<file path="config.mk">
export PLATFORM = sky130hd
export DESIGN_NAME = char_lcd_bus_writer_flat
export DESIGN_NICKNAME = d
export VERILOG_FILES = /design/src/sv/clb_pkg.sv /design/src/sv/clb_if.sv /design/src/sv/clb_front.sv /design/src/sv/clb_queue.sv /design/src/sv/clb_back.sv /design/src/sv/char_lcd_bus_writer.sv /design/src/flat_wrapper.sv
export SDC_FILE = /design/constraint.sdc
export NUM_CORES = 1
export LEC_CHECK = 0
export ABC_AREA = 1
export BUFFER_PORTS_ARGS = -buffer_cell sky130_fd_sc_hd__buf_2
export CAP_MARGIN = 20
export CORE_MARGIN = 4
export CORE_UTILIZATION = 40
export CTS_CLUSTER_DIAMETER = 60
export CTS_CLUSTER_SIZE = 25
export DETAILED_ROUTE_END_ITERATION = 10
export SYNTH_ARGS = -nofsm -noshare
export SYNTH_HDL_FRONTEND = slang
export SYNTH_SLANG_ARGS = --single-unit
</file>
<file path="constraint.sdc">
create_clock -name clk -period 3.72 [get_ports clk]
set_input_delay 1.116 -clock clk [delete_from_list [all_inputs] [get_ports clk]]
set_output_delay 1.116 -clock clk [all_outputs]
set_load 0.02 [all_outputs]
</file>
<file path="src/sv/clb_pkg.sv">
// Package with the shared constants and types of the character-LCD bus writer.
`timescale 1ns / 1ps

package clb_pkg;

    // Display geometry.
    localparam int LINE_LENGTH = 16;
    localparam int POS_W       = 5;

    // Configuration port.
    localparam int CFG_IDX_W  = 2;
    localparam int CFG_DATA_W = 2;
    localparam logic [CFG_IDX_W-1:0] REG_FOUR_BIT_MODE = 2'd0;
    localparam logic [CFG_IDX_W-1:0] REG_LINE_COUNT    = 2'd1;

    // Request codes on the func field.
    localparam logic [1:0] FUNC_INIT  = 2'd0;
    localparam logic [1:0] FUNC_CMD   = 2'd1;
    localparam logic [1:0] FUNC_START = 2'd2;
    localparam logic [1:0] FUNC_CHAR  = 2'd3;

    // Controller command bytes.
    localparam logic [7:0] CMD_CLEAR      = 8'h01;
    localparam logic [7:0] CMD_FSET_8B_1L = 8'h30;
    localparam logic [7:0] CMD_FSET_8B_2L = 8'h38;
    localparam logic [7:0] CMD_FSET_4B_1L = 8'h20;
    localparam logic [7:0] CMD_FSET_4B_2L = 8'h28;
    localparam logic [7:0] CMD_ENTRY_MODE = 8'h06;
    localparam logic [7:0] CMD_HOME_LINE1 = 8'h80;
    localparam logic [7:0] CMD_DISPLAY_ON = 8'h0E;
    localparam logic [7:0] CMD_LINE2      = 8'hC0;
    localparam logic [7:0] LONG_LIMIT     = 8'h04;

    // Queue between the front and back parts.
    localparam int QUEUE_DEPTH = 4;
    localparam int QPTR_W      = 2;
    localparam int QCNT_W      = 3;

    // Configuration as seen by the front and back parts.
    typedef struct packed {
        logic       four_bit_mode;
        logic [1:0] line_count;
    } cfg_t;

    // One byte transfer waiting in the queue.
    typedef struct packed {
        logic       reg_select;
        logic [7:0] data;
        logic       long_settle;
        logic       pause_before;
        logic       last;
    } byte_entry_t;

endpackage

</file>
<file path="src/sv/clb_if.sv">
// Interfaces for the request channel and the bus transfer channel.
`timescale 1ns / 1ps

interface clb_req_if;
    logic       valid;
    logic       ready;
    logic [1:0] func;
    logic [7:0] value;

    modport source (output valid, output func, output value, input ready);
    modport sink (input valid, input func, input value, output ready);
endinterface

interface clb_xfer_if;
    logic       valid;
    logic       ready;
    logic       reg_select;
    logic [7:0] bus_value;
    logic       long_settle;
    logic       pause_before;
    logic       last;

    modport source (output valid, output reg_select, output bus_value, output long_settle,
                    output pause_before, output last, input ready);
    modport sink (input valid, input reg_select, input bus_value, input long_settle,
                  input pause_before, input last, output ready);
endinterface

</file>
<file path="src/sv/clb_front.sv">
// Front part: accepts requests, tracks the cursor position and emits byte transfers.
`timescale 1ns / 1ps

module clb_front (
    input  logic                 clk,
    input  logic                 rst_n,
    input  clb_pkg::cfg_t        cfg,
    clb_req_if.sink              req,
    output logic                 push,
    output clb_pkg::byte_entry_t push_entry,
    input  logic                 push_ready
);

    // Kinds of byte sequence the front can be working through.
    localparam logic [2:0] OP_INIT       = 3'd0;
    localparam logic [2:0] OP_CMD        = 3'd1;
    localparam logic [2:0] OP_START      = 3'd2;
    localparam logic [2:0] OP_CHAR       = 3'd3;
    localparam logic [2:0] OP_CHAR_WRAP  = 3'd4;
    localparam logic [2:0] OP_CHAR_LINE2 = 3'd5;

    localparam int POS_W_L = clb_pkg::POS_W;

    logic             busy_reg, busy_next;
    logic [2:0]       op_reg, op_next;
    logic [7:0]       value_reg, value_next;
    logic [2:0]       step_reg, step_next;
    logic [POS_W_L-1:0] pos_reg, pos_next;

    logic             accept;
    logic             one_line;
    logic             last_step;
    logic [7:0]       fset;
    logic [7:0]       byte_val;
    logic             rs;
    logic [POS_W_L:0] pos_inc;
    logic [POS_W_L:0] full_mark;
    logic [2:0]       char_op;

    assign one_line = (cfg.line_count == 2'd1);

    // Function set byte from bus width and line count.
    always_comb
    begin
        if (cfg.four_bit_mode)
            fset = one_line ? clb_pkg::CMD_FSET_4B_1L : clb_pkg::CMD_FSET_4B_2L;
        else
            fset = one_line ? clb_pkg::CMD_FSET_8B_1L : clb_pkg::CMD_FSET_8B_2L;
    end

    // Byte for the current step of the current sequence.
    always_comb
    begin
        byte_val  = clb_pkg::CMD_CLEAR;
        rs        = 1'b0;
        last_step = 1'b1;
        case (op_reg)
            OP_INIT:
            begin
                last_step = (step_reg == 3'd4);
                case (step_reg)
                    3'd0:    byte_val = clb_pkg::CMD_CLEAR;
                    3'd1:    byte_val = fset;
                    3'd2:    byte_val = clb_pkg::CMD_ENTRY_MODE;
                    3'd3:    byte_val = clb_pkg::CMD_HOME_LINE1;
                    default: byte_val = clb_pkg::CMD_DISPLAY_ON;
                endcase
            end
            OP_CMD:
            begin
                byte_val = value_reg;
            end
            OP_START:
            begin
                byte_val = clb_pkg::CMD_CLEAR;
            end
            OP_CHAR_WRAP:
            begin
                last_step = (step_reg == 3'd2);
                case (step_reg)
                    3'd0:
                    begin
                        byte_val = value_reg;
                        rs       = 1'b1;
                    end
                    3'd1:    byte_val = clb_pkg::CMD_CLEAR;
                    default: byte_val = clb_pkg::CMD_HOME_LINE1;
                endcase
            end
            OP_CHAR_LINE2:
            begin
                last_step = (step_reg == 3'd1);
                if (step_reg == 3'd0)
                begin
                    byte_val = value_reg;
                    rs       = 1'b1;
                end
                else
                begin
                    byte_val = clb_pkg::CMD_LINE2;
                end
            end
            default:
            begin
                byte_val = value_reg;
                rs       = 1'b1;
            end
        endcase
    end

    // Queue entry for the current step.
    always_comb
    begin
        push_entry.reg_select   = rs;
        push_entry.data         = byte_val;
        push_entry.long_settle  = !rs && (byte_val < clb_pkg::LONG_LIMIT);
        push_entry.pause_before = (op_reg == OP_CHAR_WRAP) && (step_reg == 3'd1);
        push_entry.last         = last_step;
    end

    assign push       = busy_reg;
    assign req.ready  = !busy_reg || (push_ready && last_step);
    assign accept     = req.valid && req.ready;

    // Cursor bookkeeping for a character.
    assign pos_inc   = {1'b0, pos_reg} + 1'b1;
    assign full_mark = one_line ? (POS_W_L+1)'(clb_pkg::LINE_LENGTH)
                                : (POS_W_L+1)'(2 * clb_pkg::LINE_LENGTH);

    always_comb
    begin
        if (pos_inc >= full_mark)
            char_op = OP_CHAR_WRAP;
        else if (!one_line && pos_inc == (POS_W_L+1)'(clb_pkg::LINE_LENGTH))
            char_op = OP_CHAR_LINE2;
        else
            char_op = OP_CHAR;
    end

    // Sequencer next state.
    always_comb
    begin
        busy_next  = busy_reg;
        op_next    = op_reg;
        value_next = value_reg;
        step_next  = step_reg;
        pos_next   = pos_reg;
        if (accept)
        begin
            busy_next  = 1'b1;
            value_next = req.value;
            step_next  = 3'd0;
            case (req.func)
                clb_pkg::FUNC_INIT:  op_next = OP_INIT;
                clb_pkg::FUNC_CMD:   op_next = OP_CMD;
                clb_pkg::FUNC_START:
                begin
                    op_next  = OP_START;
                    pos_next = '0;
                end
                default:
                begin
                    op_next  = char_op;
                    pos_next = (char_op == OP_CHAR_WRAP) ? '0 : pos_inc[POS_W_L-1:0];
                end
            endcase
        end
        else if (busy_reg && push_ready)
        begin
            if (last_step)
                busy_next = 1'b0;
            else
                step_next = step_reg + 3'd1;
        end
    end

    // Control registers.
    always_ff @(posedge clk or negedge rst_n)
    begin
        if (!rst_n)
        begin
            busy_reg <= 1'b0;
            op_reg   <= OP_CMD;
            step_reg <= 3'd0;
            pos_reg  <= '0;
        end
        else
        begin
            busy_reg <= busy_next;
            op_reg   <= op_next;
            step_reg <= step_next;
            pos_reg  <= pos_next;
        end
    end

    // Payload register.
    always_ff @(posedge clk)
    begin
        value_reg <= value_next;
    end

endmodule

</file>
<file path="src/sv/clb_queue.sv">
// Short queue of byte transfers between the front and back parts.
`timescale 1ns / 1ps

module clb_queue (
    input  logic                 clk,
    input  logic                 rst_n,
    input  logic                 push,
    input  clb_pkg::byte_entry_t push_entry,
    output logic                 push_ready,
    output logic                 head_valid,
    output clb_pkg::byte_entry_t head_entry,
    input  logic                 pop
);

    clb_pkg::byte_entry_t        mem_reg [clb_pkg::QUEUE_DEPTH];
    logic [clb_pkg::QPTR_W-1:0]  wr_ptr_reg, wr_ptr_next;
    logic [clb_pkg::QPTR_W-1:0]  rd_ptr_reg, rd_ptr_next;
    logic [clb_pkg::QCNT_W-1:0]  count_reg, count_next;
    logic                        do_push;
    logic                        do_pop;

    assign push_ready = (count_reg != clb_pkg::QCNT_W'(clb_pkg::QUEUE_DEPTH));
    assign head_valid = (count_reg != '0);
    assign head_entry = mem_reg[rd_ptr_reg];
    assign do_push    = push && push_ready;
    assign do_pop     = pop && head_valid;

    // Pointer and fill count update.
    always_comb
    begin
        wr_ptr_next = do_push ? wr_ptr_reg + 1'b1 : wr_ptr_reg;
        rd_ptr_next = do_pop ? rd_ptr_reg + 1'b1 : rd_ptr_reg;
        count_next  = count_reg;
        if (do_push && !do_pop)
            count_next = count_reg + 1'b1;
        else if (do_pop && !do_push)
            count_next = count_reg - 1'b1;
    end

    always_ff @(posedge clk or negedge rst_n)
    begin
        if (!rst_n)
        begin
            wr_ptr_reg <= '0;
            rd_ptr_reg <= '0;
            count_reg  <= '0;
        end
        else
        begin
            wr_ptr_reg <= wr_ptr_next;
            rd_ptr_reg <= rd_ptr_next;
            count_reg  <= count_next;
        end
    end

    // Storage.
    always_ff @(posedge clk)
    begin
        if (do_push)
            mem_reg[wr_ptr_reg] <= push_entry;
    end

    // The fill count never passes the depth.
    a_count_bound: assert property (@(posedge clk) disable iff (!rst_n)
        count_reg <= clb_pkg::QCNT_W'(clb_pkg::QUEUE_DEPTH))
        else $error("queue fill count above depth");

    // An empty queue has its pointers together.
    a_empty_ptrs: assert property (@(posedge clk) disable iff (!rst_n)
        (count_reg == '0) |-> (rd_ptr_reg == wr_ptr_reg))
        else $error("empty queue with pointers apart");

    // A push without a pop grows the queue by one.
    a_push_grows: assert property (@(posedge clk) disable iff (!rst_n)
        (do_push && !do_pop) |=> (count_reg == $past(count_reg) + 1'b1))
        else $error("queue count did not grow on push");

endmodule

</file>
<file path="src/sv/clb_back.sv">
// Back part: splits queued bytes into bus beats and holds the output register.
`timescale 1ns / 1ps

module clb_back (
    input  logic                 clk,
    input  logic                 rst_n,
    input  clb_pkg::cfg_t        cfg,
    input  logic                 head_valid,
    input  clb_pkg::byte_entry_t head_entry,
    output logic                 pop,
    clb_xfer_if.source           xfer
);

    logic       out_valid_reg, out_valid_next;
    logic       phase_reg, phase_next;
    logic       rs_reg, rs_next;
    logic [7:0] bus_reg, bus_next;
    logic       long_reg, long_next;
    logic       pause_reg, pause_next;
    logic       last_reg, last_next;
    logic       load;

    // The output register takes a new beat when empty or being drained.
    assign load = !out_valid_reg || xfer.ready;

    always_comb
    begin
        pop            = 1'b0;
        phase_next     = phase_reg;
        out_valid_next = out_valid_reg && !xfer.ready;
        rs_next        = rs_reg;
        bus_next       = bus_reg;
        long_next      = long_reg;
        pause_next     = pause_reg;
        last_next      = last_reg;
        if (load && head_valid)
        begin
            out_valid_next = 1'b1;
            rs_next        = head_entry.reg_select;
            long_next      = head_entry.long_settle;
            if (cfg.four_bit_mode && !phase_reg)
            begin
                // High nibble first; the byte stays at the queue head.
                bus_next   = {head_entry.data[7:4], 4'h0};
                pause_next = head_entry.pause_before;
                last_next  = 1'b0;
                phase_next = 1'b1;
            end
            else if (cfg.four_bit_mode)
            begin
                bus_next   = {head_entry.data[3:0], 4'h0};
                pause_next = 1'b0;
                last_next  = head_entry.last;
                phase_next = 1'b0;
                pop        = 1'b1;
            end
            else
            begin
                bus_next   = head_entry.data;
                pause_next = head_entry.pause_before;
                last_next  = head_entry.last;
                pop        = 1'b1;
            end
        end
    end

    always_ff @(posedge clk or negedge rst_n)
    begin
        if (!rst_n)
        begin
            out_valid_reg <= 1'b0;
            phase_reg     <= 1'b0;
        end
        else
        begin
            out_valid_reg <= out_valid_next;
            phase_reg     <= phase_next;
        end
    end

    // Beat payload.
    always_ff @(posedge clk)
    begin
        rs_reg    <= rs_next;
        bus_reg   <= bus_next;
        long_reg  <= long_next;
        pause_reg <= pause_next;
        last_reg  <= last_next;
    end

    assign xfer.valid        = out_valid_reg;
    assign xfer.reg_select   = rs_reg;
    assign xfer.bus_value    = bus_reg;
    assign xfer.long_settle  = long_reg;
    assign xfer.pause_before = pause_reg;
    assign xfer.last         = last_reg;

endmodule

</file>
<file path="src/sv/char_lcd_bus_writer.sv">
// Top level of the character-LCD bus writer.
//
// Requests arrive on req (func, value) and leave as bus beats on xfer, one beat per
// controller transfer: register select, bus value, long settle, pause flag and a
// last flag on the final beat of each request. Both channels use valid/ready.
// Configuration (four_bit_mode, line_count) is written through cfg_we, cfg_index
// and cfg_data; the block leaves it to the user to write it only while no request is in flight.
// A front sequencer emits one byte per cycle into a four-entry queue while it has
// room; the back part turns each byte into one beat, or two nibble beats in 4-bit
// mode, and holds it in an output register. The back part sets the rate: one beat
// per cycle while the receiver is ready. A request has 1 to 10 beats; after
// acceptance its first byte passes from the front through the queue into the
// output register. A new request is accepted in the cycle the front sends the
// last byte of the previous one. Reset clears the cursor position, empties the
// queue, sets 8-bit mode and two lines. When the receiver stalls, the output
// beat holds, the queue fills, and req.ready drops once the queue is full.
`timescale 1ns / 1ps

module char_lcd_bus_writer (
    input  logic                                 clk,
    input  logic                                 rst_n,
    clb_req_if.sink                              req,
    clb_xfer_if.source                           xfer,
    input  logic                                 cfg_we,
    input  logic [clb_pkg::CFG_IDX_W-1:0]        cfg_index,
    input  logic [clb_pkg::CFG_DATA_W-1:0]       cfg_data
);

    logic                 four_bit_reg;
    logic [1:0]           line_count_reg;
    clb_pkg::cfg_t        cfg;
    logic                 push;
    logic                 push_ready;
    clb_pkg::byte_entry_t push_entry;
    logic                 head_valid;
    clb_pkg::byte_entry_t head_entry;
    logic                 pop;

    // Configuration registers.
    always_ff @(posedge clk or negedge rst_n)
    begin
        if (!rst_n)
        begin
            four_bit_reg   <= 1'b0;
            line_count_reg <= 2'd2;
        end
        else if (cfg_we)
        begin
            case (cfg_index)
                clb_pkg::REG_FOUR_BIT_MODE: four_bit_reg   <= cfg_data[0];
                clb_pkg::REG_LINE_COUNT:    line_count_reg <= cfg_data[1:0];
                default:                    ;
            endcase
        end
    end

    assign cfg.four_bit_mode = four_bit_reg;
    assign cfg.line_count    = line_count_reg;

    clb_front u_front (
        .clk        (clk),
        .rst_n      (rst_n),
        .cfg        (cfg),
        .req        (req),
        .push       (push),
        .push_entry (push_entry),
        .push_ready (push_ready)
    );

    clb_queue u_queue (
        .clk        (clk),
        .rst_n      (rst_n),
        .push       (push),
        .push_entry (push_entry),
        .push_ready (push_ready),
        .head_valid (head_valid),
        .head_entry (head_entry),
        .pop        (pop)
    );

    clb_back u_back (
        .clk        (clk),
        .rst_n      (rst_n),
        .cfg        (cfg),
        .head_valid (head_valid),
        .head_entry (head_entry),
        .pop        (pop),
        .xfer       (xfer)
    );

endmodule

</file>
<file path="src/flat_wrapper.sv">
// flat-port wrapper written by rule: the top's interface ports become plain ports
module char_lcd_bus_writer_flat 
  (clk, rst_n, cfg_we, cfg_index, cfg_data, req_valid, req_func, req_value, req_ready, xfer_valid, xfer_reg_select, xfer_bus_value, xfer_long_settle, xfer_pause_before, xfer_last, xfer_ready);
  clb_req_if req_i ();
  clb_xfer_if xfer_i ();
  input  logic clk;
  input  logic rst_n;
  input  logic cfg_we;
  input  logic [clb_pkg::CFG_IDX_W-1:0] cfg_index;
  input  logic [clb_pkg::CFG_DATA_W-1:0] cfg_data;
  input wire logic [$bits(req_i.valid)-1:0] req_valid;
  input wire logic [$bits(req_i.func)-1:0] req_func;
  input wire logic [$bits(req_i.value)-1:0] req_value;
  output wire logic [$bits(req_i.ready)-1:0] req_ready;
  output wire logic [$bits(xfer_i.valid)-1:0] xfer_valid;
  output wire logic [$bits(xfer_i.reg_select)-1:0] xfer_reg_select;
  output wire logic [$bits(xfer_i.bus_value)-1:0] xfer_bus_value;
  output wire logic [$bits(xfer_i.long_settle)-1:0] xfer_long_settle;
  output wire logic [$bits(xfer_i.pause_before)-1:0] xfer_pause_before;
  output wire logic [$bits(xfer_i.last)-1:0] xfer_last;
  input wire logic [$bits(xfer_i.ready)-1:0] xfer_ready;
  assign req_i.valid = req_valid;
  assign req_i.func = req_func;
  assign req_i.value = req_value;
  assign req_ready = req_i.ready;
  assign xfer_valid = xfer_i.valid;
  assign xfer_reg_select = xfer_i.reg_select;
  assign xfer_bus_value = xfer_i.bus_value;
  assign xfer_long_settle = xfer_i.long_settle;
  assign xfer_pause_before = xfer_i.pause_before;
  assign xfer_last = xfer_i.last;
  assign xfer_i.ready = xfer_ready;
  char_lcd_bus_writer u_core (.clk(clk), .rst_n(rst_n), .req(req_i), .xfer(xfer_i), .cfg_we(cfg_we), .cfg_index(cfg_index), .cfg_data(cfg_data));
endmodule
</file>
Word level (Yosys, flattened, before mapping)
Memories as Yosys holds them, arrays and structs flattened.
Cells that the tools add are included.
{ "totals": {"ramBits": 48, "inputBits": 19, "wordCells": 120, "memories": 1, "register_bits": 44} }
{ "mem_list": {"columns": ["name", "depth", "word_bits", "rd", "rd_ports_with_merged_regs", "wr", "line_no", "rtl"], "rows": [
  ["u_core.u_queue.mem_reg", 4, 12, 1, 0, 1, "clb_queue.sv:15", "clb_pkg::byte_entry_t mem_reg [clb_pkg::QUEUE_DEPTH];"]
]} }
{ "classes": {"addsub": 6, "mux": 35, "magnitude_cmp": 2, "n_reduce_logical": 41, "bitwise_logic": 1, "n_eq_ne": 16} }
{ "ops": {"columns": ["op", "n"], "rows": [
  ["8-bit case mux with 4 select lines", 2],
  ["8-bit two-way mux", 3],
  ["3-bit two-way mux", 7],
  ["8-bit case mux with 2 select lines", 1],
  ["1-bit two-way mux", 13],
  ["3-bit equality test, second input constant", 4],
  ["1-bit logical AND", 12],
  ["2-bit AND reduction", 6],
  ["5-bit two-way mux", 2],
  ["5-bit case mux with 2 select lines", 1],
  ["3-bit by 2-bit equality test with 1-bit output, second input constant", 3],
  ["3-bit case mux with 3 select lines", 1],
  ["1-bit logical NOT", 8],
  ["8-bit by 3-bit less-than comparator with 1-bit output, second input constant", 1],
  ["4-bit two-way mux", 2],
  ["2-bit nonzero test", 4],
  ["3-bit by 1-bit adder with 3-bit output, second input constant", 2],
  ["5-bit by 1-bit adder with 6-bit output, second input constant", 1],
  ["2-bit by 1-bit equality test with 1-bit output, second input constant", 3],
  ["3-bit by 1-bit equality test with 1-bit output, second input constant", 2],
  ["6-bit by 5-bit equality test with 1-bit output, second input constant", 1],
  ["6-bit greater-or-equal comparator", 1],
  ["3-bit logical NOT", 2],
  ["6-bit two-way mux", 1],
  ["13 further kinds", 18]
]} }

Depth between registers and ports, before layout
{ "depth": {"depth_word": 8, "mapped_depth": 13} }

Hierarchy
A second synthesis with hierarchy kept.
{ "unflattened": {"hier_cells": 457, "hier_area_um2": 4553.1} }
{ "by_module_without_submodules": {"columns": ["module", "area_each_um2", "cells_each", "n_inst"], "rows": [
  ["clb_queue", 2396.0, 199, 1],
  ["clb_front", 1466.4, 195, 1],
  ["clb_back", 555.5, 47, 1],
  ["char_lcd_bus_writer", 135.1, 16, 1]
]} }

Least setup slack after synthesis
OpenSTA, ideal clock, no wires.
{ "synth_path": {"path_type": "input to register", "from": "input xfer_ready", "to": "register u_core.u_queue.count_reg[1] in the netlist's numbering", "t_arrival_ns": 3.068, "setup_time_ns": 0.125, "stages": 7, "path_slack_ns": 0.528, "cell_sequence": "inv_1 a21oi_1 nand2_1 ha_1 inv_1 fa_1 mux2_2"} }
{ "synth_via": {"elab_chain_len": 7, "word_cells_on_any_way": 9, "cone_classes": "2 x mux; 7 x reduce/logical"} }
{ "synth_lines": {"columns": ["element", "line_no", "rtl"], "rows": [
  ["start, declared", "flat_wrapper.sv:21", "input wire logic [$bits(xfer_i.ready)-1:0] xfer_ready;"],
  ["1-bit logical OR", "clb_back.sv:24", "assign load = !out_valid_reg || xfer.ready;"],
  ["1-bit logical AND", "clb_back.sv:36", "if (load && head_valid)"],
  ["1-bit two-way mux", "clb_back.sv:36", null],
  ["1-bit logical AND", "clb_queue.sv:26", "assign do_pop = pop && head_valid;"],
  ["1-bit logical NOT", "clb_queue.sv:34", "if (do_push && !do_pop)"],
  ["1-bit logical AND", "clb_queue.sv:34", null],
  ["3-bit two-way mux", "clb_queue.sv:34", null],
  ["named net u_core.u_queue.count_next, one bit", "clb_queue.sv:18", "logic [clb_pkg::QCNT_W-1:0] count_reg, count_next;"],
  ["end signal, assigned", "clb_queue.sv:52", "count_reg <= count_next;"],
  ["end, declared", "clb_queue.sv:18", null]
]} }
The timed path passes the listed nets, and every way through them passes these cells.
A chain may end at the register's enable or synchronous reset.

==> metrics.md <==
| Metric | Value |
|---|---|
| CTS Buf Count | `9` |
| Count leader, synth | `nand2_1` |
| Fin crit period | `3.02 ns` |
| R2R Path End | `u_core.u_queue.count_reg[2]` |
| R2r worst-path depth | `10` |
| Maxcap violations | `0` |
| Tcrit/Tclk final | `0.812` |
| Worst-Margin Slew | `0.838 ns` |
| Kind of start point of the critical path | `flop` |
| Rel. slew slack | `0.441` |
| Ys Warns | `0` |
| Iter 0 DRT Violations | `105` |
| GRT Residual Overflow | `0` |
| Area Overhead vs Synth | `11.8%` |
| Top-area cell type share of the netlist area | `0.482` |
| Setup repair bufs after CTS | `0` |
| Internal | `2.44 mW` |
| Largest area contributor in the synthesized netlist | `edfxtp_1` |
| Layout Nets | `467` |
| Die Width | `111 µm` |
| Crit Path Max Fanout | `6` |
| Routability Congestion | `0.786` |
| Yosys reg bits | `92` |
| Gate Count Post-Synth | `394` |
| Fin. Hold Viols | `0` |
| Avg Inst Size Synth | `10.8 µm²` |
| First-pass GRT wire length | `13.3 mm` |
| CTS root buf | `clkbuf_8` |
| Sw frac | `0.399` |
| CTS H-Tree Depth | `3` |
| Switching power | `1.62 mW` |
| Core area | `10300 µm²` |
| Post-Route WL | `7.88 mm` |
| Post-cts sizing count | `0` |
| Status | `finished clean` |
| CTS Hold Buffers Added | `0` |
| 1st-pass router iterations | `5` |
| PD cells | `858 nW/µm²` |
| Async SR Flop Fraction | `0.261` |
| Vias | `2812` |
| Fill count | `969` |
| Critical setup path kind | `flop to output port` |
| Initial antenna violation count | `0` |
| Via/cell ratio | `4.90` |
| Worst-path clk slew | `0.09 ns` |
| DR DRC count | `0` |
| Starting density of the core | `0.410` |
| Crit path DAT | `1.91 ns` |
| Crit path to | `req_ready` |
| Leakage | `2.02 nW` |
| Max reg flops | `48` |
| Crit path launch | `u_core.u_front.step_reg[0]` |
| Multi-input gate area | `1370 µm²` |
| Die Area | `12300 µm²` |
| Part of the power in registers | `0.465` |
| Antenna diodes | `0` |
| CP endpoint kind | `output port` |
| Worst skew pair latency | `0.36 ns` |
| Required time of the worst setup path | `2.60 ns` |
| WL per Instance | `13.7 µm` |
| RR Startpoint | `u_core.four_bit_reg` |
| Largest net degree at the start of global routing | `27` |
| CTS tree | `built` |
| VDD IR max | `329 µV` |
| HPWL after detailed placement | `5.59 mm` |
| Rows | `37` |
| Area contributors post-synth | `edfxtp_1 (48%), dfrtp_1 (13%), nand2_1 (7.1%), ha_1 (4.1%), nor2_1 (3.7%)` |
| Share of cells above drive strength 1 | `0.185` |
| Hold Crit Depth | `2` |
| Combinational share of power | `0.387` |
| Syn Nets | `428` |
| Die Ht | `111 µm` |
| Max Root-Sink Buffers | `2` |
| EDFF count, synth | `68` |
| Post-synthesis cell type count | `35` |
| CTS Sinks | `92` |
| RSZ-0062 raised after global routing | `false` |
| Flop-to-flop setup slack | `1.45 ns` |
| Fmax | `331 MHz` |
| Post-Route Skew | `0.0101 ns` |
| Post-Synthesis Cell Area | `4240 µm²` |
| Path type of the worst min-delay path | `flop to flop` |
| Sequential share of the synthesized area | `0.624` |
| Number of routed nets with antenna violations | `0` |
| Clock network fraction of total power | `0.148` |
| Synth Flop Type | `edfxtp_1` |
| Slew Viols, Final | `0` |
| Final setup TNS | `0 ns` |
| FF/Latch Area | `2650 µm²` |
| Start point of the worst hold path | `u_core.u_back.xfer.valid` |
| Final setup fails | `0` |
| Vias in the first global route | `2683` |
| I/O pins | `33` |
| Synth top cells by count | `nand2_1 (80), edfxtp_1 (68), nor2_1 (42)` |
| # port buffers | `32` |
| Final Core Density | `0.459` |
| GRT Overall Usage | `0.135` |
final cells by class:
cell class / count / area share
inverter: 47 / 0.0372
multi-input combinational: 246 / 0.290
clock inverter: 6 / 0.0100
tap: 136 / 0.0359
timing repair buffer: 37 / 0.0417
sequential: 92 / 0.558
clock buffer: 10 / 0.0269
layout by cell type, fill, tap and decap left out, types with 3 or more instances in the layout:
master	count
a21oi_1	13
inv_2	6
edfxtp_1	68
buf_2	32
clkbuf_8	9
nor2_1	42
a32o_1	5
dfrtp_1	22
ha_1	14
nor3_1	3
inv_6	3
o21ai_1	6
nand2_1	80
o22ai_1	5
buf_4	5
nand2_4	4
nand2_2	4
xor2_1	4
nand4_1	6
nand3_1	12
o21ai_0	26
inv_1	41
per-layer routing:
layer  wire length [µm]  track usage
met2               3570        0.203
met5                  0            0
met1               3740        0.182
met4                197       0.0649
met3                379       0.0344
power by group through the flow:
stage	Combinational, mW	Sequential (mW)	Clock (mW)
2_1_floorplan	1.12	1.91	0
3_3_place_gp	1.55	1.91	0
3_5_place_dp	1.59	1.92	0
4_1_cts	1.59	1.89	0.631
5_1_grt	1.79	1.94	0.682
6_report	1.58	1.89	0.602
metrics by stage:
stage	power, mW	hold slack, ns	cells	worst slack (ns)	area (µm²)
2_1_floorplan	3.03	0.453	394	0.528	4240
3_3_place_gp	3.45	0.476	558	0.910	4560
3_5_place_dp	3.51	0.493	558	0.881	4560
4_1_cts	4.12	0.516	574	0.664	4740
5_1_grt	4.41	0.543	574	0.488	4740
6_report	4.07	0.509	574	0.698	4740
worst max-delay path, cell delays in order, from the launching register on:
cell,delay [ns]
dfrtp_1,0.41
inv_1,0.12
ha_1,0.16
inv_1,0.04
nor2_1,0.17
nand3_1,0.15
nand3_4,0.16
nand2_4,0.07
nand2_4,0.10
buf_2,0.17
kinds of logic after synthesis:
kind of cell	count (synthesis)	synth area share
simple gates	162	0.177
flops	92	0.624
compound gates	61	0.0833
buf+inv	56	0.0514
fa+ha+maj	15	0.0461
xor+xnor	6	0.0124
mux	2	0.00532
worst min-delay path by stage:
stage,end,slack [ns]
floorplan,u_core.line_count_reg[0],0.45
detailed placement,u_core.u_back.xfer.valid,0.49
global route,u_core.u_back.xfer.valid,0.54
global placement,u_core.line_count_reg[0],0.48
CTS,u_core.u_back.xfer.valid,0.52
finish,u_core.u_back.xfer.valid,0.51
(Power assumes the default switching activity.)
